==> src/rtl/core/tsrm_pkg.sv <==
// Shared types and constants of the tagged slot ring manager.
`timescale 1ns / 1ps
package tsrm_pkg;

    localparam int SLOTS_DEFAULT = 64;

    localparam logic [2:0] CMD_STORE    = 3'd0;
    localparam logic [2:0] CMD_FIND     = 3'd1;
    localparam logic [2:0] CMD_FIND_DEL = 3'd2;
    localparam logic [2:0] CMD_DEL_SLOT = 3'd3;
    localparam logic [2:0] CMD_CLEAR    = 3'd4;

    localparam logic [1:0] REG_BASE_ADDRESS = 2'd0;
    localparam logic [1:0] REG_SLOT_BYTES   = 2'd1;

    localparam logic [31:0] BASE_ADDRESS_RESET = 32'd0;
    localparam logic [15:0] SLOT_BYTES_RESET   = 16'd512;

    // Contents of one slot cell.
    typedef struct packed {
        logic       valid;
        logic [7:0] ptype;
    } t_cell_data;

    // Shift and clear control shared by every cell of the ring.
    typedef struct packed {
        logic shift;
        logic fwd;
        logic clear;
    } t_ring_ctl;

    // Local write into one cell.
    typedef struct packed {
        logic       en;
        t_cell_data data;
    } t_cell_wr;

endpackage

==> src/rtl/core/tagged_slot_ring_manager_unit.sv <==
// Top level of the tagged slot ring manager: sequencer over a rotating ring of slot cells.
//
//   channel   | signals                                              | handshake
//   ----------+------------------------------------------------------+---------------------
//   command   | i_cmd i_pkt_type i_type_masked i_skip_count i_slot_index | i_start & !o_busy
//   config    | i_cfg_index i_cfg_data                               | i_cfg_valid & o_cfg_ready
//   result    | o_ok o_slot o_address o_count                        | o_valid, one cycle
//
// The slot cells rotate one place a cycle while the sequencer shifts them; cell 0 is
// the window the sequencer reads. Clear, an unused code and a find on an empty ring go
// straight to the multiply state; other commands first seek, up to SLOTS/2 rotations,
// and may add a find walk of up to SLOTS cells and a head advance of up to SLOTS cells.
// Then come the multiply and output states. A store seeks the tail, first evicting the
// head when full. Reset is synchronous and empties the ring. The result word sits on
// the ports in the first cycle that o_busy is low and cannot be stalled.
module tagged_slot_ring_manager_unit #(
    parameter int SLOTS = tsrm_pkg::SLOTS_DEFAULT
) (
    input  logic        i_clk,
    input  logic        i_rst_n,
    input  logic        i_start,
    output logic        o_busy,
    input  logic [2:0]  i_cmd,
    input  logic [7:0]  i_pkt_type,
    input  logic        i_type_masked,
    input  logic [7:0]  i_skip_count,
    input  logic [5:0]  i_slot_index,
    input  logic        i_cfg_valid,
    output logic        o_cfg_ready,
    input  logic [1:0]  i_cfg_index,
    input  logic [31:0] i_cfg_data,
    output logic        o_valid,
    output logic        o_ok,
    output logic [5:0]  o_slot,
    output logic [31:0] o_address,
    output logic [6:0]  o_count
);

    localparam int PW = $clog2(SLOTS);
    localparam int CW = $clog2(SLOTS + 1);
    localparam logic [PW-1:0] LAST = PW'(SLOTS - 1);
    localparam logic [CW-1:0] FULL = CW'(SLOTS);
    localparam logic [PW:0]   HALF = (PW + 1)'(SLOTS / 2);

    typedef enum logic [9:0] {
        S_IDLE   = 10'b0000000001,
        S_SEEK   = 10'b0000000010,
        S_WALK   = 10'b0000000100,
        S_CHECK  = 10'b0000001000,
        S_STORE  = 10'b0000010000,
        S_REMOVE = 10'b0000100000,
        S_HADV   = 10'b0001000000,
        S_MUL    = 10'b0010000000,
        S_EMIT   = 10'b0100000000,
        S_EVICT  = 10'b1000000000
    } t_state;

    function automatic logic [PW-1:0] next_slot(input logic [PW-1:0] s);
        return (s == LAST) ? '0 : s + 1'b1;
    endfunction

    function automatic logic [PW-1:0] prev_slot(input logic [PW-1:0] s);
        return (s == '0) ? LAST : s - 1'b1;
    endfunction

    t_state r_state, n_state;
    logic [31:0] r_base, r_bytes32;
    logic [15:0] r_bytes;
    logic [2:0]  r_cmd, n_cmd;
    logic [7:0]  r_ptype, n_ptype;
    logic        r_masked, n_masked;
    logic [7:0]  r_skip, n_skip;
    logic [PW-1:0] r_head, n_head, r_tail, n_tail, r_rot, n_rot;
    logic [PW-1:0] r_target, n_target, r_hit, n_hit;
    logic [CW-1:0] r_count, n_count, r_n, n_n, r_i, n_i, r_seen, n_seen;
    logic [CW-1:0] r_guard, n_guard;
    logic [7:0]  r_matched, n_matched;
    logic        r_ok, n_ok;
    logic [31:0] r_prod;
    logic        r_valid;
    logic        r_o_ok;
    logic [5:0]  r_o_slot;
    logic [31:0] r_o_address;
    logic [6:0]  r_o_count;

    tsrm_pkg::t_ring_ctl  ring_ctl;
    tsrm_pkg::t_cell_wr   wr0;
    tsrm_pkg::t_cell_data cell_q [SLOTS];
    tsrm_pkg::t_cell_data win;

    logic [PW:0]   seek_dist;
    logic [CW-1:0] walk_len, seen_inc, i_inc;
    logic          match;

    assign win = cell_q[0];

    // Build the ring of cells; only cell 0 takes local writes
    for (genvar k = 0; k < SLOTS; k++) begin : g_cell
        tsrm_pkg::t_cell_wr wr_k;
        assign wr_k = (k == 0) ? wr0 : '0;
        tsrm_cell u_cell (
            .i_clk  (i_clk),
            .i_rst_n(i_rst_n),
            .i_ctl  (ring_ctl),
            .i_wr   (wr_k),
            .i_prev (cell_q[(k + SLOTS - 1) % SLOTS]),
            .i_next (cell_q[(k + 1) % SLOTS]),
            .o_data (cell_q[k])
        );
    end

    // Take configuration words
    assign o_cfg_ready = 1'b1;
    always_ff @(posedge i_clk) begin
        if (!i_rst_n) begin
            r_base  <= tsrm_pkg::BASE_ADDRESS_RESET;
            r_bytes <= tsrm_pkg::SLOT_BYTES_RESET;
        end else if (i_cfg_valid) begin
            if (i_cfg_index == tsrm_pkg::REG_BASE_ADDRESS) begin
                r_base <= i_cfg_data;
            end else if (i_cfg_index == tsrm_pkg::REG_SLOT_BYTES) begin
                r_bytes <= i_cfg_data[15:0];
            end
        end
    end
    assign r_bytes32 = {16'd0, r_bytes};

    // Shared helpers for the sequencer
    always_comb begin
        if (r_target >= r_rot) begin
            seek_dist = {1'b0, r_target} - {1'b0, r_rot};
        end else begin
            seek_dist = (PW + 1)'(SLOTS) - {1'b0, r_rot} + {1'b0, r_target};
        end
        if (r_tail >= r_head) begin
            walk_len = CW'(r_tail - r_head);
        end else begin
            walk_len = FULL - CW'(r_head) + CW'(r_tail);
        end
        if (walk_len == '0) begin
            walk_len = FULL;
        end
        match    = !r_masked || (win.ptype == r_ptype);
        seen_inc = r_seen + (win.valid ? CW'(1) : CW'(0));
        i_inc    = r_i + 1'b1;
    end

    // Sequence one command over the ring
    always_comb begin
        n_state   = r_state;
        n_cmd     = r_cmd;
        n_ptype   = r_ptype;
        n_masked  = r_masked;
        n_skip    = r_skip;
        n_head    = r_head;
        n_tail    = r_tail;
        n_rot     = r_rot;
        n_target  = r_target;
        n_hit     = r_hit;
        n_count   = r_count;
        n_n       = r_n;
        n_i       = r_i;
        n_seen    = r_seen;
        n_guard   = r_guard;
        n_matched = r_matched;
        n_ok      = r_ok;
        ring_ctl  = '0;
        wr0       = '0;
        unique case (r_state)
            S_IDLE: begin
                if (i_start) begin
                    n_cmd     = i_cmd;
                    n_ptype   = i_pkt_type;
                    n_masked  = i_type_masked;
                    n_skip    = i_skip_count;
                    n_ok      = 1'b0;
                    n_hit     = '0;
                    n_i       = '0;
                    n_seen    = '0;
                    n_matched = '0;
                    n_state   = S_MUL;
                    if (i_cmd == tsrm_pkg::CMD_STORE) begin
                        // A full ring first visits the head to evict it
                        n_target = (r_count >= FULL) ? r_head : r_tail;
                        n_state  = S_SEEK;
                    end else if (i_cmd == tsrm_pkg::CMD_FIND ||
                                 i_cmd == tsrm_pkg::CMD_FIND_DEL) begin
                        if (r_count != '0) begin
                            n_target = prev_slot(r_tail);
                            n_n      = walk_len;
                            n_state  = S_SEEK;
                        end
                    end else if (i_cmd == tsrm_pkg::CMD_DEL_SLOT) begin
                        if (32'(i_slot_index) < 32'(SLOTS)) begin
                            n_target = PW'(i_slot_index);
                            n_state  = S_SEEK;
                        end
                    end else if (i_cmd == tsrm_pkg::CMD_CLEAR) begin
                        ring_ctl.clear = 1'b1;
                        n_head  = '0;
                        n_tail  = '0;
                        n_count = '0;
                        n_ok    = 1'b1;
                    end
                end
            end
            S_SEEK: begin
                // Rotate the shorter way until the target sits in the window
                if (seek_dist == '0) begin
                    if (r_cmd == tsrm_pkg::CMD_STORE) begin
                        n_state = (r_count >= FULL) ? S_EVICT : S_STORE;
                    end else if (r_cmd == tsrm_pkg::CMD_DEL_SLOT) begin
                        n_state = S_CHECK;
                    end else begin
                        n_state = S_WALK;
                    end
                end else begin
                    ring_ctl.shift = 1'b1;
                    ring_ctl.fwd   = (seek_dist <= HALF);
                    n_rot = ring_ctl.fwd ? next_slot(r_rot) : prev_slot(r_rot);
                end
            end
            S_EVICT: begin
                // Drop the oldest slot, then head for the tail
                wr0.en   = 1'b1;
                n_head   = next_slot(r_head);
                n_count  = r_count - 1'b1;
                n_target = r_tail;
                n_state  = S_SEEK;
            end
            S_WALK: begin
                // Step from newest to oldest, counting valid and matching slots
                n_seen = seen_inc;
                if (win.valid && match && r_matched >= r_skip) begin
                    n_hit = r_rot;
                    n_ok  = 1'b1;
                    n_state = (r_cmd == tsrm_pkg::CMD_FIND_DEL) ? S_REMOVE : S_MUL;
                end else begin
                    if (win.valid && match) begin
                        n_matched = r_matched + 1'b1;
                    end
                    n_i = i_inc;
                    if (i_inc == r_n) begin
                        if (seen_inc != r_count) begin
                            n_count = seen_inc;
                        end
                        n_state = S_MUL;
                    end else begin
                        ring_ctl.shift = 1'b1;
                        n_rot = prev_slot(r_rot);
                    end
                end
            end
            S_CHECK: begin
                if (win.valid) begin
                    n_hit   = r_rot;
                    n_ok    = 1'b1;
                    n_state = S_REMOVE;
                end else begin
                    n_state = S_MUL;
                end
            end
            S_STORE: begin
                wr0.en         = 1'b1;
                wr0.data.valid = 1'b1;
                wr0.data.ptype = r_ptype;
                n_count = r_count + 1'b1;
                n_tail  = next_slot(r_tail);
                n_hit   = r_rot;
                n_ok    = 1'b1;
                n_state = S_MUL;
            end
            S_REMOVE: begin
                // Drop the slot, pull the tail back onto it if newest
                wr0.en = 1'b1;
                if (r_rot == prev_slot(r_tail)) begin
                    n_tail = r_rot;
                end
                n_guard = '0;
                if (r_rot == r_head) begin
                    n_state = S_HADV;
                end else begin
                    if (r_count != '0) begin
                        n_count = r_count - 1'b1;
                    end
                    n_state = S_MUL;
                end
            end
            S_HADV: begin
                // Advance the head past dead slots, stopping at the tail
                if (r_count > CW'(1) && !win.valid && r_guard < FULL &&
                    next_slot(r_head) != r_tail) begin
                    n_head  = next_slot(r_head);
                    n_guard = r_guard + 1'b1;
                    ring_ctl.shift = 1'b1;
                    ring_ctl.fwd   = 1'b1;
                    n_rot = next_slot(r_rot);
                end else begin
                    if (r_count > CW'(1) && !win.valid && r_guard < FULL) begin
                        n_head = next_slot(r_head);
                    end
                    if (r_count != '0) begin
                        n_count = r_count - 1'b1;
                    end
                    n_state = S_MUL;
                end
            end
            S_MUL: begin
                n_state = S_EMIT;
            end
            S_EMIT: begin
                n_state = S_IDLE;
            end
            default: begin
                n_state = S_IDLE;
            end
        endcase
    end

    // Hold sequencer state
    always_ff @(posedge i_clk) begin
        if (!i_rst_n) begin
            r_state <= S_IDLE;
            r_head  <= '0;
            r_tail  <= '0;
            r_rot   <= '0;
            r_count <= '0;
        end else begin
            r_state <= n_state;
            r_head  <= n_head;
            r_tail  <= n_tail;
            r_rot   <= n_rot;
            r_count <= n_count;
        end
    end

    // Hold command operands and walk counters
    always_ff @(posedge i_clk) begin
        r_cmd     <= n_cmd;
        r_ptype   <= n_ptype;
        r_masked  <= n_masked;
        r_skip    <= n_skip;
        r_target  <= n_target;
        r_hit     <= n_hit;
        r_n       <= n_n;
        r_i       <= n_i;
        r_seen    <= n_seen;
        r_guard   <= n_guard;
        r_matched <= n_matched;
        r_ok      <= n_ok;
        if (r_state == S_MUL) begin
            r_prod <= 32'(32'(r_hit) * r_bytes32);
        end
    end

    // Drive the result word for one cycle
    always_ff @(posedge i_clk) begin
        if (!i_rst_n) begin
            r_valid <= 1'b0;
        end else begin
            r_valid <= (r_state == S_EMIT);
        end
        if (r_state == S_EMIT) begin
            r_o_ok      <= r_ok;
            r_o_slot    <= r_ok ? 6'(r_hit) : 6'd0;
            r_o_address <= (r_ok && r_cmd != tsrm_pkg::CMD_CLEAR) ? r_base + r_prod : 32'd0;
            r_o_count   <= 7'(r_count);
        end
    end

    assign o_busy    = (r_state != S_IDLE);
    assign o_valid   = r_valid;
    assign o_ok      = r_o_ok;
    assign o_slot    = r_o_slot;
    assign o_address = r_o_address;
    assign o_count   = r_o_count;

endmodule

==> src/rtl/core/tsrm_cell.sv <==
// One slot cell of the rotating metadata ring.
`timescale 1ns / 1ps
module tsrm_cell (
    input  logic                 i_clk,
    input  logic                 i_rst_n,
    input  tsrm_pkg::t_ring_ctl  i_ctl,
    input  tsrm_pkg::t_cell_wr   i_wr,
    input  tsrm_pkg::t_cell_data i_prev,
    input  tsrm_pkg::t_cell_data i_next,
    output tsrm_pkg::t_cell_data o_data
);

    tsrm_pkg::t_cell_data r_data;

    // Clear, take a local write, or take a neighbor's word
    always_ff @(posedge i_clk) begin
        if (!i_rst_n || i_ctl.clear) begin
            r_data <= '0;
        end else if (i_wr.en) begin
            r_data <= i_wr.data;
        end else if (i_ctl.shift) begin
            r_data <= i_ctl.fwd ? i_next : i_prev;
        end
    end

    assign o_data = r_data;

endmodule
==> config.mk <==
export PLATFORM = sky130hd
export DESIGN_NAME = tagged_slot_ring_manager_unit
export DESIGN_NICKNAME = d
export VERILOG_FILES = /design/src/rtl/core/tsrm_pkg.sv /design/src/rtl/core/tagged_slot_ring_manager_unit.sv /design/src/rtl/core/tsrm_cell.sv
export SDC_FILE = /design/constraint.sdc
export NUM_CORES = 2
export LEC_CHECK = 0
export ABC_AREA = 1
export BUFFER_PORTS_ARGS = -buffer_cell sky130_fd_sc_hd__buf_2
export CAP_MARGIN = 20
export CORE_MARGIN = 5
export CORE_UTILIZATION = 25
export DETAILED_ROUTE_END_ITERATION = 10
export PLACE_DENSITY = 0.36
export SLEW_MARGIN = 30
export SYNTH_ARGS = -nofsm -noshare
export SYNTH_HDL_FRONTEND = slang
export SYNTH_HIERARCHICAL = 1
export SYNTH_SLANG_ARGS = --single-unit
export TNS_END_PERCENT = 10
==> constraint.sdc <==
create_clock -name i_clk -period 12 [get_ports i_clk]
set_clock_uncertainty 0.15 [all_clocks]
set_input_delay 0 -clock i_clk [delete_from_list [all_inputs] [get_ports i_clk]]
set_output_delay 0 -clock i_clk [all_outputs]
set_load 0.05 [all_outputs]
Word-level counts from Yosys, hierarchy flattened
Index checks and enable logic that the tools add are counted.
- logic and storage cells: 433
- flip-flop bits (word level): 807
- input bits: 64
- output and inout port bits: 49
- equality and inequality tests: 50
- reduce and logical (&&, ||, !) cells: 45
- bitwise logic cells: 2
- $lt $le $gt $ge: 7
- multiplexer cells: 157
- multipliers: 1
- $add $sub $neg: 18
- operators by type and width (kind ; count):
    $mux W9 ; 67
    $mux W6 ; 27
    $mux W7 ; 16
    $mux W10 ; 9
    $pmux W10 S9 ; 1
    $mux W8 ; 8
    $pmux W6 S3 ; 3
    $pmux W7 S2 ; 3
    $pmux W7 S6 ; 1
    $ne A2 B2 Y1 const B ; 17
    $add A32 B32 Y32 ; 1
    $pmux W6 S4 ; 1
    $mul A6 B16 Y22 ; 1
    $add A7 B1 Y7 const B ; 3
    $add A6 B1 Y6 const B ; 3
    $eq A6 B6 Y1 const B ; 3
    $pmux W8 S2 ; 1
    $reduce_and A4 Y1 ; 4
    $add A7 B6 Y7 ; 2
    $logic_not A7 Y1 ; 2
    $reduce_and A7 Y1 ; 2
    $sub A6 B6 Y7 ; 2
    $sub A7 B6 Y7 const A ; 2
    $mux W1 ; 13
    other kinds (56) ; 88

Logic depth before layout (Yosys ltp)
- depth after elaboration: 9
- depth in mapped cells: 21

Hierarchy
Netlist, hierarchy kept.
- modules (own cells, without submodules) (module ; cells an instance ; instances ; sequential area each (µm²) ; area an instance (µm²)):
    tsrm_cell ; 93 ; 64 ; 180.2 ; 546.8
    tagged_slot_ring_manager_unit ; 2106 ; 1 ; 5795.6 ; 15872.7

Least setup slack after synthesis
Ideal clock, no wire load.
- kind: reg-to-reg
- start point: register r_rot[5]
- end point: register g_cell[0].u_cell.r_data (netlist bit g_cell[0].u_cell/o_data[6])
- path buffers: 1
- path slack: 3.441 ns
- required time: 11.735 ns
- cell stages (with the launch flop): 16
- arrival: 8.294 ns
- path through: dfxtp_1 clkbuf_1 inv_1 ha_1 inv_1 nor2_1 nand2_1 nand2_1 a21oi_1 or2_2 nand2_1 nand3_1 nor2_4 nand2_1 nand3_1 nor2_1
- RTL lines (element ; line ; RTL):
    from (decl) ; tagged_slot_ring_manager_unit.sv:73 ; logic [PW-1:0] r_head, n_head, r_tail, n_tail, r_rot, n_rot;
    from (signal assigned) ; tagged_slot_ring_manager_unit.sv:332 ; r_rot <= n_rot;
    to (signal assigned) ; tsrm_cell.sv:20 ; r_data <= i_wr.data;
    to (signal assigned) ; tsrm_cell.sv:22 ; r_data <= i_ctl.fwd ? i_next : i_prev;
    to (decl) ; tsrm_cell.sv:13 ; tsrm_pkg::t_cell_data r_data;

==> results.ini <==
[status]
outcome = finished, final reports clean

[cts]
cts_resized = 0
postCtsSetupRepairBufs = 0
cts.path.max_buffers = 3
insertion_delay_ps = 740
cts_inserted_buffers = 112
cts_tree = built
clk_pin_slew_worst_paths_ps = 60
cts_root_buf = clkbuf_16
cts_max_level = 3
hold_buffers = 129
cts_sinks = 797

[timing]
maxSlewViolCount = 0
period_needed_ps = 5456
worstMarginPinSlew_ps = 978.1
timing.slew.headroom_pct = 34.35
grt_setup_unrepaired = no
final_hold_viol_count = 0
max_freq_mhz = 183.3
fin_ws_ps = 6544
setup_violations = 0
period_share_pct = 45.46
setup_tns_ps = 0

[route]
vias_per_cell = 4.107
ant_nets = 0
dr.pass1.iters = 9
route.detailed.drc = 0
dr_total_vias = 48170
routed_wl_um = 164400
wl_per_cell_um = 14.02
dr.first_iter.drc_count = 2462

[global_route]
grt_pass1_vias = 47530
grt_usage_pct = 15.35
antenna_found_initial = 2
globalRouteOverflowTotal = 0
grt_max_degree = 174
grt_pass1_wl_um = 267400

[yosys]
syn_area_per_cell_um2 = 6.313
synth_area_leaders = dfxtp_1 26%, nand2_1 22%, a21oi_1 12%
syn_area_um2 = 50870
synthCells = 8058
synthesis.yosys.warnings = 6
synth_flop_cell = dfxtp_1
synth_seq_area_share_pct = 34.06
synth_top_area_share_pct = 25.98
async_flop_share_pct = 0
synth.most_common_cell = nand2_1
synth_area_leader_cell = dfxtp_1
synth_cell_types = 52
synth-edff-count = 137
ys_ff_latch = 797
synthTopCellsByCount = 3,028 x nand2_1, 1,480 x inv_1, 1,235 x a21oi_1, 660 x dfxtp_1, 354 x nor2_1

[critical_path]
cp.arrival_ps = 5910
path_max_fanout = 108
reg2reg_from = r_rot[2]
slowest_delay_ps = 790
endpoint_kind = flip-flop
cp_slowest_cell = buf_4
worst_setup_path_start_kind = flip-flop
setup.worst_path.start = r_rot[2]
worstPathCellList = inv_1, ha_1, a21oi_1, nand2_1, nand2_1, nand2_1, a21oi_1, or2_2, nand2_1, o21ai_4, buf_4, buf_4, buf_12, buf_16, inv_4, nand2_1, nand2_1, nand2_1, a21oi_1
crit_top_cell = nand2_1
worstSetupPathType = flip-flop to flip-flop
worstPathRequired_ps = 12460

[die]
num_rows = 165
die-area_um2 = 212600
die_h_um = 461.1
core-area_um2 = 202300
initial_core_util_pct = 25.14
die_w_um = 461.1
ioPinCount = 113

[finish]
seqCellArea_um2 = 17330
multi_input_area_um2 = 28950
num-nets-final = 9165
syn2layout_area_growth_pct = 20.94
layout-drive-gt1-share_pct = 6.077
nFillCells = 22730

[pwr]
ir_worst_vdd_mv = 0.1120
power.leakage_nw = 31.48
p_per_area_nw_per_um2 = 142.7

[placed_design]
place_ws_ps = 6400
gp_congestion = 0.8168
port_buffers = 111
dp_hpwl_um = 120000

[min_path]
worstHoldStart = i_cfg_valid
min_path_type = primary input to flip-flop

[run]
cap_violations = 0

-- cell type report --
type | count | share of cell area, %
clock inverter | 41 | 0.6447
sequential | 797 | 28.16
clock buffer | 171 | 5.443
tap | 2672 | 5.434
antenna | 4 | 0.01627
inverter | 1548 | 9.710
timing repair buffer | 270 | 3.523
multi-input combinational | 6224 | 47.07
-- power breakdown --
part           switching (mW)  internal (mW)
registers               0.317           3.05
logic                    1.38          0.641
clock network            1.38           2.03
total                    3.07           5.71
-- cells by family (layout without fill, tap and decap cells) --
| group | after synthesis | in the layout | share of synthesized area [%] |
|---|---|---|---|
| other | 2 | 698 | 0.01476 |
| AOI/OAI and AO/OA | 1412 | 1412 | 14.17 |
| DFF | 797 | 797 | 34.06 |
| buffers and inverters | 1729 | 2030 | 14.23 |
| and+or+nand+nor | 3915 | 3915 | 32.05 |
| adders and majority gates | 148 | 148 | 4.526 |
| xor gates and xnor gates | 55 | 55 | 0.9470 |
-- cell usage in the layout (no fill, tap or decap), types with 7 or more instances in the layout --
| master | netlist | final |
|---|---|---|
| dfxtp_1 | 660 | 660 |
| xor2_1 | 38 | 38 |
| clkinv_2 | 0 | 24 |
| o21ai_0 | 117 | 116 |
| a21o_1 | 7 | 7 |
| conb_1 | 2 | 694 |
| fa_1 | 60 | 60 |
| nor3_1 | 34 | 31 |
| inv_4 | 65 | 65 |
| nand3_1 | 304 | 303 |
| clkbuf_8 | 0 | 26 |
| or2_2 | 9 | 9 |
| xnor2_1 | 17 | 17 |
| buf_4 | 1 | 24 |
| a21oi_1 | 1235 | 1235 |
| clkbuf_1 | 39 | 30 |
| buf_2 | 73 | 110 |
| ha_1 | 88 | 88 |
| edfxtp_1 | 137 | 137 |
| dlygate4sd3_1 | 0 | 129 |
| nor2_1 | 354 | 352 |
| o22ai_1 | 9 | 9 |
| inv_1 | 1480 | 1480 |
| nor2_4 | 130 | 132 |
| nand4_1 | 25 | 25 |
| nand2_1 | 3028 | 3028 |
| clkbuf_16 | 0 | 115 |
-- per-layer routing --
metal | track usage, % | routed length, um | up-vias
li1 | - | - | 26030
met1 | 22.27 | 85140 | 21410
met2 | 24.51 | 71350 | 574
met3 | 1.706 | 5351 | 153
met4 | 3.238 | 2600 | 0
met5 | 0 | 0 | -
-- worst paths after layout --
kind	end	slack (ps)	depth (start not counted)
setup / recovery	g_cell[35].u_cell/o_data[7]	6540	19
setup reg to reg	g_cell[35].u_cell/o_data[7]	6540	19
hold / removal	r_bytes[3]	90	6
hold reg to reg	r_base[31]	340	2
-- sequential cells by signal, indices dropped and copies added (netlist names), 7 cells and up --
| signal | cells |
|---|---|
| r_matched | 8 |
| r_i | 7 |
| r_guard | 7 |
| r_ptype | 8 |
| r_state | 10 |
| o_count | 7 |
| r_bytes | 16 |
| o_address | 32 |
| g_cell.u_cell/o_data | 576 |
| r_seen | 7 |
| r_n | 7 |
| r_prod | 22 |
| r_skip | 8 |
| r_base | 32 |
| r_count | 7 |
-- worst max-delay path, delay by kind of cell (launching register included) --
kind | cells | cell delay, ps
adders and majority gates | 1 | 400
and+or+nand+nor | 8 | 790
buffers and inverters | 6 | 2660
DFF | 1 | 560
AOI/OAI and AO/OA | 4 | 610
-- through the flow --
step                hold WS [ps]  cells  total power, mW  utilization (%)  area [um2]
floorplan                 -51.13   8750            4.867                -       53460
global placement           27.01  11380            5.413            27.87       56380
detailed placement         30.06  11380            5.410            27.88       56410
CTS                        10.08  11720            8.949            30.37       61450
global route               109.9  11720            9.396            30.40       61510
finish                     92.43  11730            8.782            30.41       61520
(Power assumes the default switching activity.)
